File: src/hdl/triangle_span_generator_top_defines.svh
// Assertion macros shared by the triangle span generator sources.
`ifndef TRIANGLE_SPAN_GENERATOR_TOP_DEFINES_SVH
`define TRIANGLE_SPAN_GENERATOR_TOP_DEFINES_SVH

// Consequent must hold in the same cycle as the antecedent.
`define TSG_ASSERT_SAME(lbl, ante, cons, msg) \
   lbl: assert property (@(posedge clock) disable iff (reset) (ante) |-> (cons)) \
      else $error(msg);

// Consequent must hold in the cycle after the antecedent.
`define TSG_ASSERT_NEXT(lbl, ante, cons, msg) \
   lbl: assert property (@(posedge clock) disable iff (reset) (ante) |=> (cons)) \
      else $error(msg);

`endif

File: src/hdl/tsg_pkg.sv
// Shared constants, types and codes of the triangle span generator.
`default_nettype none
package tsg_pkg;

   localparam int FRAC_BITS      = 16;
   localparam int SLOPE_DY_LIMIT = 4096;
   localparam int DIV_W          = $clog2(SLOPE_DY_LIMIT);
   localparam int NUM_W          = 31;
   localparam int CNT_W          = $clog2(NUM_W);

   localparam logic [1:0] CSR_SCREEN_WIDTH  = 2'd0;
   localparam logic [1:0] CSR_SCREEN_HEIGHT = 2'd1;
   localparam logic [1:0] CSR_ROW_STRIDE    = 2'd2;

   localparam logic OP_LOAD   = 1'b0;
   localparam logic OP_STEP   = 1'b1;
   localparam logic KIND_LOAD = 1'b0;
   localparam logic KIND_SPAN = 1'b1;

   typedef enum logic [9:0] {
      S_IDLE  = 10'b0000000001,
      S_CHECK = 10'b0000000010,
      S_AREA1 = 10'b0000000100,
      S_AREA2 = 10'b0000001000,
      S_DIV   = 10'b0000010000,
      S_CLIPA = 10'b0000100000,
      S_CLIPB = 10'b0001000000,
      S_CLIPC = 10'b0010000000,
      S_FIN   = 10'b0100000000,
      S_SPAN  = 10'b1000000000
   } state_type;

   typedef struct packed {
      logic             start;
      logic [NUM_W-1:0] dividend;
      logic [DIV_W-1:0] divisor;
      logic             neg;
      logic             zero;
   } div_req_type;

   typedef struct packed {
      logic        busy;
      logic        done;
      logic [31:0] quotient;
   } div_rsp_type;

endpackage
`default_nettype wire

File: src/hdl/tsg_div.sv
// Restoring divider for edge slopes, one quotient bit per cycle.
`default_nettype none
module tsg_div (
   input  wire logic                 clock,
   input  wire logic                 reset,
   input  wire tsg_pkg::div_req_type div_req,
   output tsg_pkg::div_rsp_type      div_rsp
);

   logic                         busy_ff, busy_in;
   logic                         done_ff, done_in;
   logic [tsg_pkg::CNT_W-1:0]    cnt_ff, cnt_in;
   logic [tsg_pkg::DIV_W-1:0]    rem_ff, rem_in;
   logic [tsg_pkg::NUM_W-1:0]    quo_ff, quo_in;
   logic [tsg_pkg::DIV_W-1:0]    dvs_ff, dvs_in;
   logic                         neg_ff, neg_in;
   logic                         zero_ff, zero_in;
   logic [tsg_pkg::DIV_W:0]      shifted;
   logic [tsg_pkg::DIV_W+1:0]    diff;
   logic                         qbit;
   logic [31:0]                  mag;

   always_comb begin
      shifted = {rem_ff, quo_ff[tsg_pkg::NUM_W-1]};
      diff    = {1'b0, shifted} - {2'b00, dvs_ff};
      qbit    = ~diff[tsg_pkg::DIV_W+1];
      busy_in = busy_ff;
      done_in = 1'b0;
      cnt_in  = cnt_ff;
      rem_in  = rem_ff;
      quo_in  = quo_ff;
      dvs_in  = dvs_ff;
      neg_in  = neg_ff;
      zero_in = zero_ff;
      if (div_req.start) begin
         busy_in = 1'b1;
         cnt_in  = tsg_pkg::CNT_W'(tsg_pkg::NUM_W - 1);
         rem_in  = '0;
         quo_in  = div_req.dividend;
         dvs_in  = div_req.divisor;
         neg_in  = div_req.neg;
         zero_in = div_req.zero;
      end else if (busy_ff) begin
         rem_in = qbit ? diff[tsg_pkg::DIV_W-1:0] : shifted[tsg_pkg::DIV_W-1:0];
         quo_in = {quo_ff[tsg_pkg::NUM_W-2:0], qbit};
         if (cnt_ff == '0) begin
            busy_in = 1'b0;
            done_in = 1'b1;
         end else begin
            cnt_in = cnt_ff - 1'b1;
         end
      end
   end

   always_ff @(posedge clock) begin
      if (reset) begin
         busy_ff <= 1'b0;
         done_ff <= 1'b0;
      end else begin
         busy_ff <= busy_in;
         done_ff <= done_in;
      end
      cnt_ff  <= cnt_in;
      rem_ff  <= rem_in;
      quo_ff  <= quo_in;
      dvs_ff  <= dvs_in;
      neg_ff  <= neg_in;
      zero_ff <= zero_in;
   end

   assign mag = {1'b0, quo_ff};
   assign div_rsp.busy = busy_ff;
   assign div_rsp.done = done_ff;
   assign div_rsp.quotient = zero_ff ? 32'd0 : (neg_ff ? (32'd0 - mag) : mag);

endmodule
`default_nettype wire

File: src/hdl/triangle_span_generator_top.sv
// Triangle span generator: setup sequencer, row walker and output register.
//
// The request channel carries one item per beat: operation 0 loads a triangle
// from the three vertex fields, operation 1 asks for the next row span. Every
// request gives exactly one response beat: a load report (kind 0) or a span
// (kind 1). A request is taken when req_valid is high and req_stall low.
// A step passes through the span state and then the response register. A
// load that survives the early checks is dominated by three slope
// divisions in the bit-serial divider; a load that is rejected on its rows
// answers from the row check, and one with zero area from the area check.
// The block works on one request at a time and holds req_stall high meanwhile.
// The response sits in a register until taken; while rsp_stall holds it, the
// block takes no new request. csr_ready is always high; the user is to write
// registers only while the block is idle (not enforced). Synchronous reset
// restores the register defaults of 512 and leaves no triangle active.
`default_nettype none
`include "triangle_span_generator_top_defines.svh"
module triangle_span_generator_top (
   input  wire logic               clock,
   input  wire logic               reset,
   input  wire logic               req_valid,
   output logic                    req_stall,
   input  wire logic               req_operation,
   input  wire logic signed [14:0] req_vx_a,
   input  wire logic signed [14:0] req_vx_b,
   input  wire logic signed [14:0] req_vx_c,
   input  wire logic signed [12:0] req_vy_a,
   input  wire logic signed [12:0] req_vy_b,
   input  wire logic signed [12:0] req_vy_c,
   output logic                    rsp_valid,
   input  wire logic               rsp_stall,
   output logic                    rsp_kind,
   output logic                    rsp_accepted,
   output logic                    rsp_row_valid,
   output logic [11:0]             rsp_row,
   output logic                    rsp_span_nonempty,
   output logic [11:0]             rsp_x_first,
   output logic [11:0]             rsp_x_end,
   output logic [24:0]             rsp_pixel_address,
   output logic                    rsp_last,
   input  wire logic               csr_valid,
   output logic                    csr_ready,
   input  wire logic [1:0]         csr_index,
   input  wire logic [13:0]        csr_data
);

   tsg_pkg::state_type state_ff, state_in;

   logic [12:0] width_ff, width_in;
   logic [12:0] height_ff, height_in;
   logic [13:0] stride_ff, stride_in;

   logic signed [14:0] x0_ff, x0_in, x1_ff, x1_in, x2_ff, x2_in;
   logic signed [12:0] y0_ff, y0_in, y1_ff, y1_in, y2_ff, y2_in;
   logic [31:0] prod_ff, prod_in;
   logic [1:0]  div_idx_ff, div_idx_in;
   logic        div_go_ff, div_go_in;

   logic [31:0] long_pos_ff, long_pos_in;
   logic [31:0] short_pos_ff, short_pos_in;
   logic [31:0] long_step_ff, long_step_in;
   logic [31:0] upper_step_ff, upper_step_in;
   logic [31:0] lower_step_ff, lower_step_in;
   logic [31:0] lower_start_ff, lower_start_in;
   logic [12:0] upper_left_ff, upper_left_in;
   logic [12:0] lower_left_ff, lower_left_in;
   logic [11:0] row_ff, row_in;
   logic        long_right_ff, long_right_in;

   logic        rsp_valid_ff, rsp_valid_in;
   logic        rsp_kind_ff, rsp_kind_in;
   logic        rsp_accepted_ff, rsp_accepted_in;
   logic        rsp_row_valid_ff, rsp_row_valid_in;
   logic [11:0] rsp_row_ff, rsp_row_in;
   logic        rsp_nonempty_ff, rsp_nonempty_in;
   logic [11:0] rsp_x_first_ff, rsp_x_first_in;
   logic [11:0] rsp_x_end_ff, rsp_x_end_in;
   logic [24:0] rsp_addr_ff, rsp_addr_in;
   logic        rsp_last_ff, rsp_last_in;

   logic req_accept;
   logic signed [14:0] sx0, sx1, sx2;
   logic signed [12:0] sy0, sy1, sy2;

   logic signed [15:0] dx10, dx20, dx21, div_dx;
   logic signed [13:0] dy10, dy20, dy21, div_dy;
   logic [15:0] dx_mag;

   logic signed [31:0] mul_a;
   logic signed [14:0] mul_b;
   logic signed [46:0] mul_full;
   logic [31:0] mul_p;

   tsg_pkg::div_req_type div_req;
   tsg_pkg::div_rsp_type div_rsp;

   logic signed [13:0] hs, hm1, y0c, y1c, y1f, y2f;
   logic signed [14:0] up_s, lo_s;
   logic [12:0] up_c, lo_c;
   logic fin_right;

   logic active;
   logic [31:0] sp_start, sp_end;
   logic signed [16:0] ws, xe_raw, xs_raw, xe, xs;
   logic sp_nonempty;
   logic [12:0] sp_first;
   logic [11:0] sp_stop;
   logic [12:0] up_next, lo_next;

   assign req_accept = req_valid && !req_stall;
   assign req_stall  = (state_ff != tsg_pkg::S_IDLE) || (rsp_valid_ff && rsp_stall);
   assign csr_ready  = 1'b1;

   // Vertex ordering by y; ties keep the earlier vertex on top, but c goes above a on a tie when b is on top.
   always_comb begin
      if (req_vy_a <= req_vy_b && req_vy_a <= req_vy_c) begin
         sx0 = req_vx_a; sy0 = req_vy_a;
         if (req_vy_b <= req_vy_c) begin
            sx1 = req_vx_b; sy1 = req_vy_b; sx2 = req_vx_c; sy2 = req_vy_c;
         end else begin
            sx1 = req_vx_c; sy1 = req_vy_c; sx2 = req_vx_b; sy2 = req_vy_b;
         end
      end else if (req_vy_b <= req_vy_c) begin
         sx0 = req_vx_b; sy0 = req_vy_b;
         if (req_vy_c <= req_vy_a) begin
            sx1 = req_vx_c; sy1 = req_vy_c; sx2 = req_vx_a; sy2 = req_vy_a;
         end else begin
            sx1 = req_vx_a; sy1 = req_vy_a; sx2 = req_vx_c; sy2 = req_vy_c;
         end
      end else begin
         sx0 = req_vx_c; sy0 = req_vy_c;
         if (req_vy_a <= req_vy_b) begin
            sx1 = req_vx_a; sy1 = req_vy_a; sx2 = req_vx_b; sy2 = req_vy_b;
         end else begin
            sx1 = req_vx_b; sy1 = req_vy_b; sx2 = req_vx_a; sy2 = req_vy_a;
         end
      end
   end

   assign dx10 = {x1_ff[14], x1_ff} - {x0_ff[14], x0_ff};
   assign dx20 = {x2_ff[14], x2_ff} - {x0_ff[14], x0_ff};
   assign dx21 = {x2_ff[14], x2_ff} - {x1_ff[14], x1_ff};
   assign dy10 = {y1_ff[12], y1_ff} - {y0_ff[12], y0_ff};
   assign dy20 = {y2_ff[12], y2_ff} - {y0_ff[12], y0_ff};
   assign dy21 = {y2_ff[12], y2_ff} - {y1_ff[12], y1_ff};

   // Divider operands: long edge, upper edge, then lower edge.
   always_comb begin
      case (div_idx_ff)
         2'd0:    begin div_dx = dx20; div_dy = dy20; end
         2'd1:    begin div_dx = dx10; div_dy = dy10; end
         default: begin div_dx = dx21; div_dy = dy21; end
      endcase
      dx_mag = div_dx[15] ? (16'd0 - div_dx) : div_dx;
      div_req.start    = (state_ff == tsg_pkg::S_DIV) && div_go_ff;
      div_req.dividend = {dx_mag[14:0], 16'd0};
      div_req.divisor  = div_dy[tsg_pkg::DIV_W-1:0];
      div_req.neg      = div_dx[15];
      div_req.zero     = (div_dy <= 14'sd0) ||
                         ($signed({div_dy[13], div_dy}) >=
                          15'(tsg_pkg::SLOPE_DY_LIMIT));
   end

   tsg_div u_div (
      .clock   (clock),
      .reset   (reset),
      .div_req (div_req),
      .div_rsp (div_rsp)
   );

   // The one shared multiplier: area terms, clip offsets and row base address.
   always_comb begin
      case (state_ff)
         tsg_pkg::S_AREA1: begin
            mul_a = 32'(dx10); mul_b = 15'(dy20);
         end
         tsg_pkg::S_AREA2: begin
            mul_a = 32'(dx20); mul_b = 15'(dy10);
         end
         tsg_pkg::S_CLIPA: begin
            mul_a = long_step_ff;
            mul_b = y0_ff[12] ? 15'(y0_ff) : 15'sd0;
         end
         tsg_pkg::S_CLIPB: begin
            mul_a = upper_step_ff;
            mul_b = y0_ff[12] ? 15'(y0_ff) : 15'sd0;
         end
         tsg_pkg::S_CLIPC: begin
            mul_a = lower_step_ff;
            mul_b = y1_ff[12] ? 15'(y1_ff) : 15'sd0;
         end
         tsg_pkg::S_SPAN: begin
            mul_a = {20'd0, row_ff}; mul_b = {1'b0, stride_ff};
         end
         default: begin
            mul_a = 32'sd0; mul_b = 15'sd0;
         end
      endcase
   end
   assign mul_full = mul_a * mul_b;
   assign mul_p    = mul_full[31:0];

   // Final row clamping and choice of the right-hand edge.
   always_comb begin
      hs   = $signed({1'b0, height_ff});
      hm1  = hs - 14'sd1;
      y0c  = y0_ff[12] ? 14'sd0 : {y0_ff[12], y0_ff};
      y1c  = y1_ff[12] ? 14'sd0 : {y1_ff[12], y1_ff};
      y1f  = y1c;
      y2f  = {y2_ff[12], y2_ff};
      if (y1c >= hs) begin
         y1f = hm1;
         y2f = hm1;
      end else if (y2f >= hs) begin
         y2f = hm1;
      end
      up_s = {y1f[13], y1f} - {y0c[13], y0c};
      lo_s = {y2f[13], y2f} - {y1f[13], y1f};
      up_c = up_s[14] ? 13'd0 : up_s[12:0];
      lo_c = lo_s[14] ? 13'd0 : lo_s[12:0];
      fin_right = (y0c == y1f) ? ($signed(long_step_ff) <= $signed(lower_step_ff))
                               : ($signed(long_step_ff) >= $signed(upper_step_ff));
   end

   // Span of the current row between the two active edges.
   always_comb begin
      active   = (upper_left_ff != '0) || (lower_left_ff != '0);
      sp_start = long_right_ff ? short_pos_ff : long_pos_ff;
      sp_end   = long_right_ff ? long_pos_ff : short_pos_ff;
      ws       = $signed({4'd0, width_ff});
      xe_raw   = {sp_end[31], sp_end[31:16]};
      xs_raw   = {sp_start[31], sp_start[31:16]};
      xe       = (xe_raw >= ws) ? (ws - 17'sd1) : xe_raw;
      xs       = xs_raw[16] ? 17'sd0 : xs_raw;
      sp_nonempty = (sp_start != sp_end) && (xs < xe);
      sp_first = sp_nonempty ? xs[12:0] : 13'd0;
      sp_stop  = sp_nonempty ? xe[11:0] : 12'd0;
      up_next  = upper_left_ff;
      lo_next  = lower_left_ff;
      if (upper_left_ff != '0) begin
         up_next = upper_left_ff - 1'b1;
      end else begin
         lo_next = lower_left_ff - 1'b1;
      end
   end

   always_comb begin
      state_in       = state_ff;
      width_in       = width_ff;
      height_in      = height_ff;
      stride_in      = stride_ff;
      x0_in          = x0_ff;
      x1_in          = x1_ff;
      x2_in          = x2_ff;
      y0_in          = y0_ff;
      y1_in          = y1_ff;
      y2_in          = y2_ff;
      prod_in        = prod_ff;
      div_idx_in     = div_idx_ff;
      div_go_in      = 1'b0;
      long_pos_in    = long_pos_ff;
      short_pos_in   = short_pos_ff;
      long_step_in   = long_step_ff;
      upper_step_in  = upper_step_ff;
      lower_step_in  = lower_step_ff;
      lower_start_in = lower_start_ff;
      upper_left_in  = upper_left_ff;
      lower_left_in  = lower_left_ff;
      row_in         = row_ff;
      long_right_in  = long_right_ff;

      rsp_valid_in     = rsp_valid_ff && rsp_stall;
      rsp_kind_in      = rsp_kind_ff;
      rsp_accepted_in  = rsp_accepted_ff;
      rsp_row_valid_in = rsp_row_valid_ff;
      rsp_row_in       = rsp_row_ff;
      rsp_nonempty_in  = rsp_nonempty_ff;
      rsp_x_first_in   = rsp_x_first_ff;
      rsp_x_end_in     = rsp_x_end_ff;
      rsp_addr_in      = rsp_addr_ff;
      rsp_last_in      = rsp_last_ff;

      if (csr_valid && csr_ready) begin
         case (csr_index)
            tsg_pkg::CSR_SCREEN_WIDTH:  width_in  = csr_data[12:0];
            tsg_pkg::CSR_SCREEN_HEIGHT: height_in = csr_data[12:0];
            tsg_pkg::CSR_ROW_STRIDE:    stride_in = csr_data;
            default: ;
         endcase
      end

      case (state_ff)
         tsg_pkg::S_IDLE: begin
            if (req_accept) begin
               if (req_operation == tsg_pkg::OP_STEP) begin
                  state_in = tsg_pkg::S_SPAN;
               end else begin
                  x0_in = sx0; x1_in = sx1; x2_in = sx2;
                  y0_in = sy0; y1_in = sy1; y2_in = sy2;
                  upper_left_in = '0;
                  lower_left_in = '0;
                  state_in = tsg_pkg::S_CHECK;
               end
            end
         end
         tsg_pkg::S_CHECK: begin
            if (($signed({y0_ff[12], y0_ff}) >= $signed({1'b0, height_ff})) ||
                y2_ff[12] || (y2_ff == y0_ff)) begin
               rsp_valid_in     = 1'b1;
               rsp_kind_in      = tsg_pkg::KIND_LOAD;
               rsp_accepted_in  = 1'b0;
               rsp_row_valid_in = 1'b0;
               rsp_row_in       = '0;
               rsp_nonempty_in  = 1'b0;
               rsp_x_first_in   = '0;
               rsp_x_end_in     = '0;
               rsp_addr_in      = '0;
               rsp_last_in      = 1'b0;
               state_in = tsg_pkg::S_IDLE;
            end else begin
               state_in = tsg_pkg::S_AREA1;
            end
         end
         tsg_pkg::S_AREA1: begin
            prod_in  = mul_p;
            state_in = tsg_pkg::S_AREA2;
         end
         tsg_pkg::S_AREA2: begin
            if (prod_ff == mul_p) begin
               rsp_valid_in     = 1'b1;
               rsp_kind_in      = tsg_pkg::KIND_LOAD;
               rsp_accepted_in  = 1'b0;
               rsp_row_valid_in = 1'b0;
               rsp_row_in       = '0;
               rsp_nonempty_in  = 1'b0;
               rsp_x_first_in   = '0;
               rsp_x_end_in     = '0;
               rsp_addr_in      = '0;
               rsp_last_in      = 1'b0;
               state_in = tsg_pkg::S_IDLE;
            end else begin
               div_idx_in = 2'd0;
               div_go_in  = 1'b1;
               state_in   = tsg_pkg::S_DIV;
            end
         end
         tsg_pkg::S_DIV: begin
            if (div_rsp.done) begin
               case (div_idx_ff)
                  2'd0:    long_step_in  = div_rsp.quotient;
                  2'd1:    upper_step_in = div_rsp.quotient;
                  default: lower_step_in = div_rsp.quotient;
               endcase
               if (div_idx_ff == 2'd2) begin
                  long_pos_in    = {x0_ff[14], x0_ff, 16'd0};
                  short_pos_in   = {x0_ff[14], x0_ff, 16'd0};
                  lower_start_in = {x1_ff[14], x1_ff, 16'd0};
                  state_in       = tsg_pkg::S_CLIPA;
               end else begin
                  div_idx_in = div_idx_ff + 2'd1;
                  div_go_in  = 1'b1;
               end
            end
         end
         tsg_pkg::S_CLIPA: begin
            long_pos_in = long_pos_ff - mul_p;
            state_in    = tsg_pkg::S_CLIPB;
         end
         tsg_pkg::S_CLIPB: begin
            short_pos_in = short_pos_ff - mul_p;
            state_in     = tsg_pkg::S_CLIPC;
         end
         tsg_pkg::S_CLIPC: begin
            lower_start_in = lower_start_ff - mul_p;
            state_in       = tsg_pkg::S_FIN;
         end
         tsg_pkg::S_FIN: begin
            short_pos_in  = (up_c != '0) ? short_pos_ff : lower_start_ff;
            upper_left_in = up_c;
            lower_left_in = lo_c;
            row_in        = y0c[11:0];
            long_right_in = fin_right;
            rsp_valid_in     = 1'b1;
            rsp_kind_in      = tsg_pkg::KIND_LOAD;
            rsp_accepted_in  = (up_c != '0) || (lo_c != '0);
            rsp_row_valid_in = 1'b0;
            rsp_row_in       = '0;
            rsp_nonempty_in  = 1'b0;
            rsp_x_first_in   = '0;
            rsp_x_end_in     = '0;
            rsp_addr_in      = '0;
            rsp_last_in      = 1'b0;
            state_in = tsg_pkg::S_IDLE;
         end
         tsg_pkg::S_SPAN: begin
            rsp_valid_in    = 1'b1;
            rsp_kind_in     = tsg_pkg::KIND_SPAN;
            rsp_accepted_in = 1'b0;
            if (active) begin
               rsp_row_valid_in = 1'b1;
               rsp_row_in       = row_ff;
               rsp_nonempty_in  = sp_nonempty;
               rsp_x_first_in   = sp_first[11:0];
               rsp_x_end_in     = sp_stop;
               rsp_addr_in      = mul_p[24:0] + {12'd0, sp_first};
               rsp_last_in      = (up_next == '0) && (lo_next == '0);
               long_pos_in = long_pos_ff + long_step_ff;
               if (upper_left_ff != '0) begin
                  short_pos_in = (up_next == '0) ? lower_start_ff
                                                 : short_pos_ff + upper_step_ff;
               end else begin
                  short_pos_in = short_pos_ff + lower_step_ff;
               end
               upper_left_in = up_next;
               lower_left_in = lo_next;
               row_in        = row_ff + 12'd1;
            end else begin
               rsp_row_valid_in = 1'b0;
               rsp_row_in       = '0;
               rsp_nonempty_in  = 1'b0;
               rsp_x_first_in   = '0;
               rsp_x_end_in     = '0;
               rsp_addr_in      = '0;
               rsp_last_in      = 1'b0;
            end
            state_in = tsg_pkg::S_IDLE;
         end
         default: begin
            state_in = tsg_pkg::S_IDLE;
         end
      endcase
   end

   always_ff @(posedge clock) begin
      if (reset) begin
         state_ff       <= tsg_pkg::S_IDLE;
         width_ff       <= 13'd512;
         height_ff      <= 13'd512;
         stride_ff      <= 14'd512;
         div_go_ff      <= 1'b0;
         long_pos_ff    <= '0;
         short_pos_ff   <= '0;
         long_step_ff   <= '0;
         upper_step_ff  <= '0;
         lower_step_ff  <= '0;
         lower_start_ff <= '0;
         upper_left_ff  <= '0;
         lower_left_ff  <= '0;
         row_ff         <= '0;
         long_right_ff  <= 1'b0;
         rsp_valid_ff   <= 1'b0;
      end else begin
         state_ff       <= state_in;
         width_ff       <= width_in;
         height_ff      <= height_in;
         stride_ff      <= stride_in;
         div_go_ff      <= div_go_in;
         long_pos_ff    <= long_pos_in;
         short_pos_ff   <= short_pos_in;
         long_step_ff   <= long_step_in;
         upper_step_ff  <= upper_step_in;
         lower_step_ff  <= lower_step_in;
         lower_start_ff <= lower_start_in;
         upper_left_ff  <= upper_left_in;
         lower_left_ff  <= lower_left_in;
         row_ff         <= row_in;
         long_right_ff  <= long_right_in;
         rsp_valid_ff   <= rsp_valid_in;
      end
      x0_ff            <= x0_in;
      x1_ff            <= x1_in;
      x2_ff            <= x2_in;
      y0_ff            <= y0_in;
      y1_ff            <= y1_in;
      y2_ff            <= y2_in;
      prod_ff          <= prod_in;
      div_idx_ff       <= div_idx_in;
      rsp_kind_ff      <= rsp_kind_in;
      rsp_accepted_ff  <= rsp_accepted_in;
      rsp_row_valid_ff <= rsp_row_valid_in;
      rsp_row_ff       <= rsp_row_in;
      rsp_nonempty_ff  <= rsp_nonempty_in;
      rsp_x_first_ff   <= rsp_x_first_in;
      rsp_x_end_ff     <= rsp_x_end_in;
      rsp_addr_ff      <= rsp_addr_in;
      rsp_last_ff      <= rsp_last_in;
   end

   assign rsp_valid         = rsp_valid_ff;
   assign rsp_kind          = rsp_kind_ff;
   assign rsp_accepted      = rsp_accepted_ff;
   assign rsp_row_valid     = rsp_row_valid_ff;
   assign rsp_row           = rsp_row_ff;
   assign rsp_span_nonempty = rsp_nonempty_ff;
   assign rsp_x_first       = rsp_x_first_ff;
   assign rsp_x_end         = rsp_x_end_ff;
   assign rsp_pixel_address = rsp_addr_ff;
   assign rsp_last          = rsp_last_ff;

   `TSG_ASSERT_NEXT(a_accept_busy, req_valid && !req_stall, (state_ff != tsg_pkg::S_IDLE) && !rsp_valid_ff, "request beat taken but sequencer did not start")
   `TSG_ASSERT_SAME(a_rsp_idle, rsp_valid_ff, state_ff == tsg_pkg::S_IDLE, "response held while sequencer busy")
   `TSG_ASSERT_SAME(a_div_state, div_rsp.busy, state_ff == tsg_pkg::S_DIV, "divider running outside slope setup")
   `TSG_ASSERT_SAME(a_last_done, rsp_valid_ff && rsp_last_ff, (upper_left_ff == '0) && (lower_left_ff == '0), "last row reported with rows left")

endmodule
`default_nettype wire
File: config.mk
export PLATFORM = sky130hd
export DESIGN_NAME = triangle_span_generator_top
export DESIGN_NICKNAME = d
export VERILOG_FILES = /design/src/hdl/tsg_pkg.sv /design/src/hdl/tsg_div.sv /design/src/hdl/triangle_span_generator_top.sv
export VERILOG_INCLUDE_DIRS = /design/src /design/src/hdl
export SDC_FILE = /design/constraint.sdc
export NUM_CORES = 2
export LEC_CHECK = 0
export ABC_AREA = 1
export BUFFER_PORTS_ARGS = -buffer_cell sky130_fd_sc_hd__buf_4
export CELL_PAD_IN_SITES_DETAIL_PLACEMENT = 1
export CELL_PAD_IN_SITES_GLOBAL_PLACEMENT = 1
export CORE_AREA = 2 2 453 455
export DETAILED_ROUTE_END_ITERATION = 10
export DIE_AREA = 0 0 455 457
export PLACE_DENSITY_LB_ADDON = 0.08
export SYNTH_ARGS = -nofsm -noshare
export SYNTH_HDL_FRONTEND = slang
export SYNTH_SLANG_ARGS = --single-unit
File: constraint.sdc
create_clock -name clock -period 12 [get_ports clock]
set_clock_uncertainty 0.05 [all_clocks]
set_input_delay 1.2 -clock clock [delete_from_list [all_inputs] [get_ports clock]]
set_output_delay 1.2 -clock clock [all_outputs]
set_load 0.005 [all_outputs]
==> impl_metrics.csv <==
group,metric,value,unit
synthesis,synth_common_cells,"nand2_1 (1,702), inv_1 (1,323), a21oi_1 (758)",
placement,placed_cell_area,64600,um2
floorplan,die_h,457,um
cells_and_area,drive_above_1_share,8.55,%
clocking,ctsHoldBuffers,0,
setup_path,worstPathMaxFanout,15,
grt,grtUsageMet2,47.5,%
setup_path,rr_startpoint,"x0_ff[0]",
clocking,worstSkewPairLatency,0.74,ns
grt,use_met1,35.2,%
setup_path,path_common_cell,"nand2_1",
grt,grt_pass1_vias,61482,
clocking,cts_tree,"yes",
synthesis,synthSimpleGateAreaFrac,22.6,%
clocking,h-tree-depth,3,
grt,overflow,0,
cells_and_area,fin_nets,9640,
detailed_routing,antenna_left,0,
detailed_routing,drc_errors,0,
synthesis,ys_types,78,
sta,period_needed,11.38,ns
grt,use_met3,2.78,%
grt,grt-busiest-layer,"met2",
synthesis,synthXorXnorAreaFrac,3.83,%
placement,place_congestion,0.926,
worst_hold_path,min_path_type,"reg -> reg",
grt,grt_max_degree,86,
status,status,"complete, no violations",
cells_and_area,area_growth,14.7,%
synthesis,synth_top_family_by_area,"simple AND/OR/NAND/NOR gates",
synthesis,syn_area,58700,um2
synthesis,synth_fa_ha_area_share,22.2,%
setup_path,cpPeakStageDelay,0.55,ns
sta,fmax,87.9,MHz
setup_path,crit_arrival,11.93,ns
sta,rsz0062_at_grt,"false",
synthesis,synth_compound_area_share,19.0,%
sta,setup-tns-final,0,ns
power,power_density,98.9,nW/um2
grt,antenna_found_initial,24,
placement,place_hpwl,242000,um
detailed_routing,avgRoutedWirePerCell,25.5,um
sta,relSlewSlack,3.52,%
synthesis,synthMuxAreaShare,0,%
synthesis,synth_most_common_cell,"nand2_1",
floorplan,initial_core_util,28.9,%
synthesis,ys_ff_latch,531,
synthesis,synth-edff-count,213,
detailed_routing,viasPerCell,5.23,
worst_hold_path,min_to,"row_ff[11]",
setup_path,ff2ff_setup_slack,0.62,ns
synthesis,async_flop_share,0,%
sta,setup_viol,0,
placement,port_buffers,173,
clocking,cts_root_buf,"clkbuf_16",
setup_path,cpMaxStageDelayCell,"fa_1",
synthesis,synth_top_flop_cell,"dfxtp_1",
clocking,clk_pin_slew,0.06,ns
setup_path,critPathBufInv,7,
cells_and_area,finalInstanceArea,67300,um2
setup_path,cp-start-kind,"register",
worst_hold_path,worstHoldStart,"row_ff[11]",
sta,worstMarginPinSlew,1.43,ns
detailed_routing,drtIter0Drc,3891,
power,leakagePower,0.0307,uW
floorplan,dieArea,208000,um2
grt,grt_pass1_wl,420000,um
clocking,cts_made_buffers,77,
power,irDropWorstVdd,0.000100,V
floorplan,ios,175,
synthesis,yosysTopAreaCellShare,11.8,%
clocking,clock_sinks,531,
detailed_routing,dr.pass1.iters,6,
clocking,clk_path_buf_depth,3,
synthesis,ys_seq_area_share,21.7,%
floorplan,die_w,455,um
setup_path,reg2reg_to,"long_pos_ff[22]",
setup_path,reg2reg_depth,47,
synthesis,syn_inst,8410,
synthesis,ys.warnings.count,0,
sta,slew_violations,0,
detailed_routing,wl,291000,um
power,power,6660,uW
sta,post-route-period-util,94.9,%
sta,hold_viol,0,
worst_hold_path,min_path_cells,2,
floorplan,core_area,203000,um2
grt,track_usage,27.5,%
setup_path,crit_path_end_kind,"register",
detailed_routing,via_count,59818,
setup_path,crit_required,12.55,ns
synthesis,yosysTopAreaCell,"ha_1",
synthesis,syn_nets,9376,
run,cap_violations,0,
floorplan,rows,166,
setup_path,crit_type,"reg -> reg",
synthesis,avgSynthCellArea,6.98,um2
synthesis,synth_area_leaders,"ha_1 (12%), edfxtp_1 (11%), nand2_1 (11%), dfxtp_1 (11%), fa_1 (10%)",
setup_path,crit_family,"adder cells",
[per-stage QoR]
stage,cells,hold WS [ns],setup slack [ns],util (%)
after floorplan,8410,0.375,1.14,-
after global placement,11280,0.398,-0.155,31.8
after detailed placement,11280,0.408,-0.0897,31.8
after CTS,11421,0.417,0.127,33.1
after global routing,11428,0.457,0.0297,33.1
final,11434,0.418,0.617,33.1
[per-layer routing]
| layer | up-vias | wire, um |
|---|---|---|
| met5 | - | 34 |
| met4 | 4 | 11900 |
| met3 | 328 | 11800 |
| met2 | 1182 | 141000 |
| met1 | 29837 | 127000 |
| li1 | 28467 | - |
[logic make-up after synthesis]
family          Yosys count
simple gates           3156
compound gates         1974
buf+inv                1633
fa+ha+maj               860
flops                   531
xor+xnor                255
other cells               1
[how the worst max path moves through the flow]
stage | depth (start not counted) | startpoint | endpoint | slack, ns
after floorplan | 50 | x0_ff[0] | rsp_accepted | 1.14
after global placement | 46 | x0_ff[1] | long_pos_ff[22] | -0.15
after detailed placement | 47 | x0_ff[0] | long_pos_ff[22] | -0.09
after CTS | 48 | x0_ff[0] | long_pos_ff[22] | 0.13
after global routing | 55 | x0_ff[0] | long_pos_ff[28] | 0.03
final | 47 | x0_ff[0] | long_pos_ff[22] | 0.62
[timing repair]
| item | 4_1_cts | 5_1_grt |
|---|---|---|
| endpoints found under the hold margin | 0 | 0 |
| setup endpoints to repair | 1 | 10 |
| resized for setup | 2 | 8 |
| buffers inserted | 0 | 3 |
| pin swaps | 0 | 1 |
[layout make-up]
cell class / count / area [um2]
Clock buffer: 96 / 2020
Clock inverter: 45 / 596
Tap cell: 2688 / 3360
Timing Repair Buffer: 472 / 3650
Inverter: 1346 / 5060
Sequential cell: 531 / 12800
Antenna cell: 10 / 25.0
Fill cell: 25280 / 136000
Multi-Input combinational cell: 6246 / 39900
[power breakdown]
group	switching, uW	internal (uW)	total (uW)	leakage (uW)
Sequential	101	1960	2060	0.00469
Combinational	1500	660	2160	0.0247
Clock	1010	1420	2430	0.00126
Total	2610	4050	6660	0.0307
[cell usage in the layout, fill, tap and decap left out, types with 20 or more instances in the layout]
master / n
buf_4: 463
nor4_1: 32
edfxtp_1: 213
a21o_1: 22
a221oi_1: 25
o211ai_1: 98
ha_1: 555
nor3_1: 125
nand2_1: 1696
nor2_1: 645
dfxtp_1: 318
a21oi_1: 758
xor2_1: 177
a31oi_1: 88
nand4_1: 70
o21bai_1: 44
xnor2_1: 75
inv_1: 1322
a211oi_1: 23
clkbuf_16: 77
fa_1: 305
o21a_1: 32
o21ai_0: 674
a22oi_1: 20
nand3_1: 432
o22ai_1: 62
or2_2: 60
[registers in the layout, indices dropped and copies added, names as in the netlist, 25 cells and up]
name and count:
u_div.quo_ff 31, lower_step_ff 32, rsp_pixel_address 25, upper_step_ff 32, lower_start_ff 32, long_step_ff 32, long_pos_ff 32, short_pos_ff 32
prod_ff 32
[worst reg2reg max path: cells and delay by family, from the launching register on]
kind,cells,cell delay [ns]
buffers and inverters,7,0.75
adder cells (fa/ha/maj),10,4.47
AND/OR/NAND/NOR,14,2.01
XOR/XNOR,3,0.78
AO/OA/AOI/OAI,13,2.74
flip-flops,1,0.48
Power figures use the tool's default switching activity.
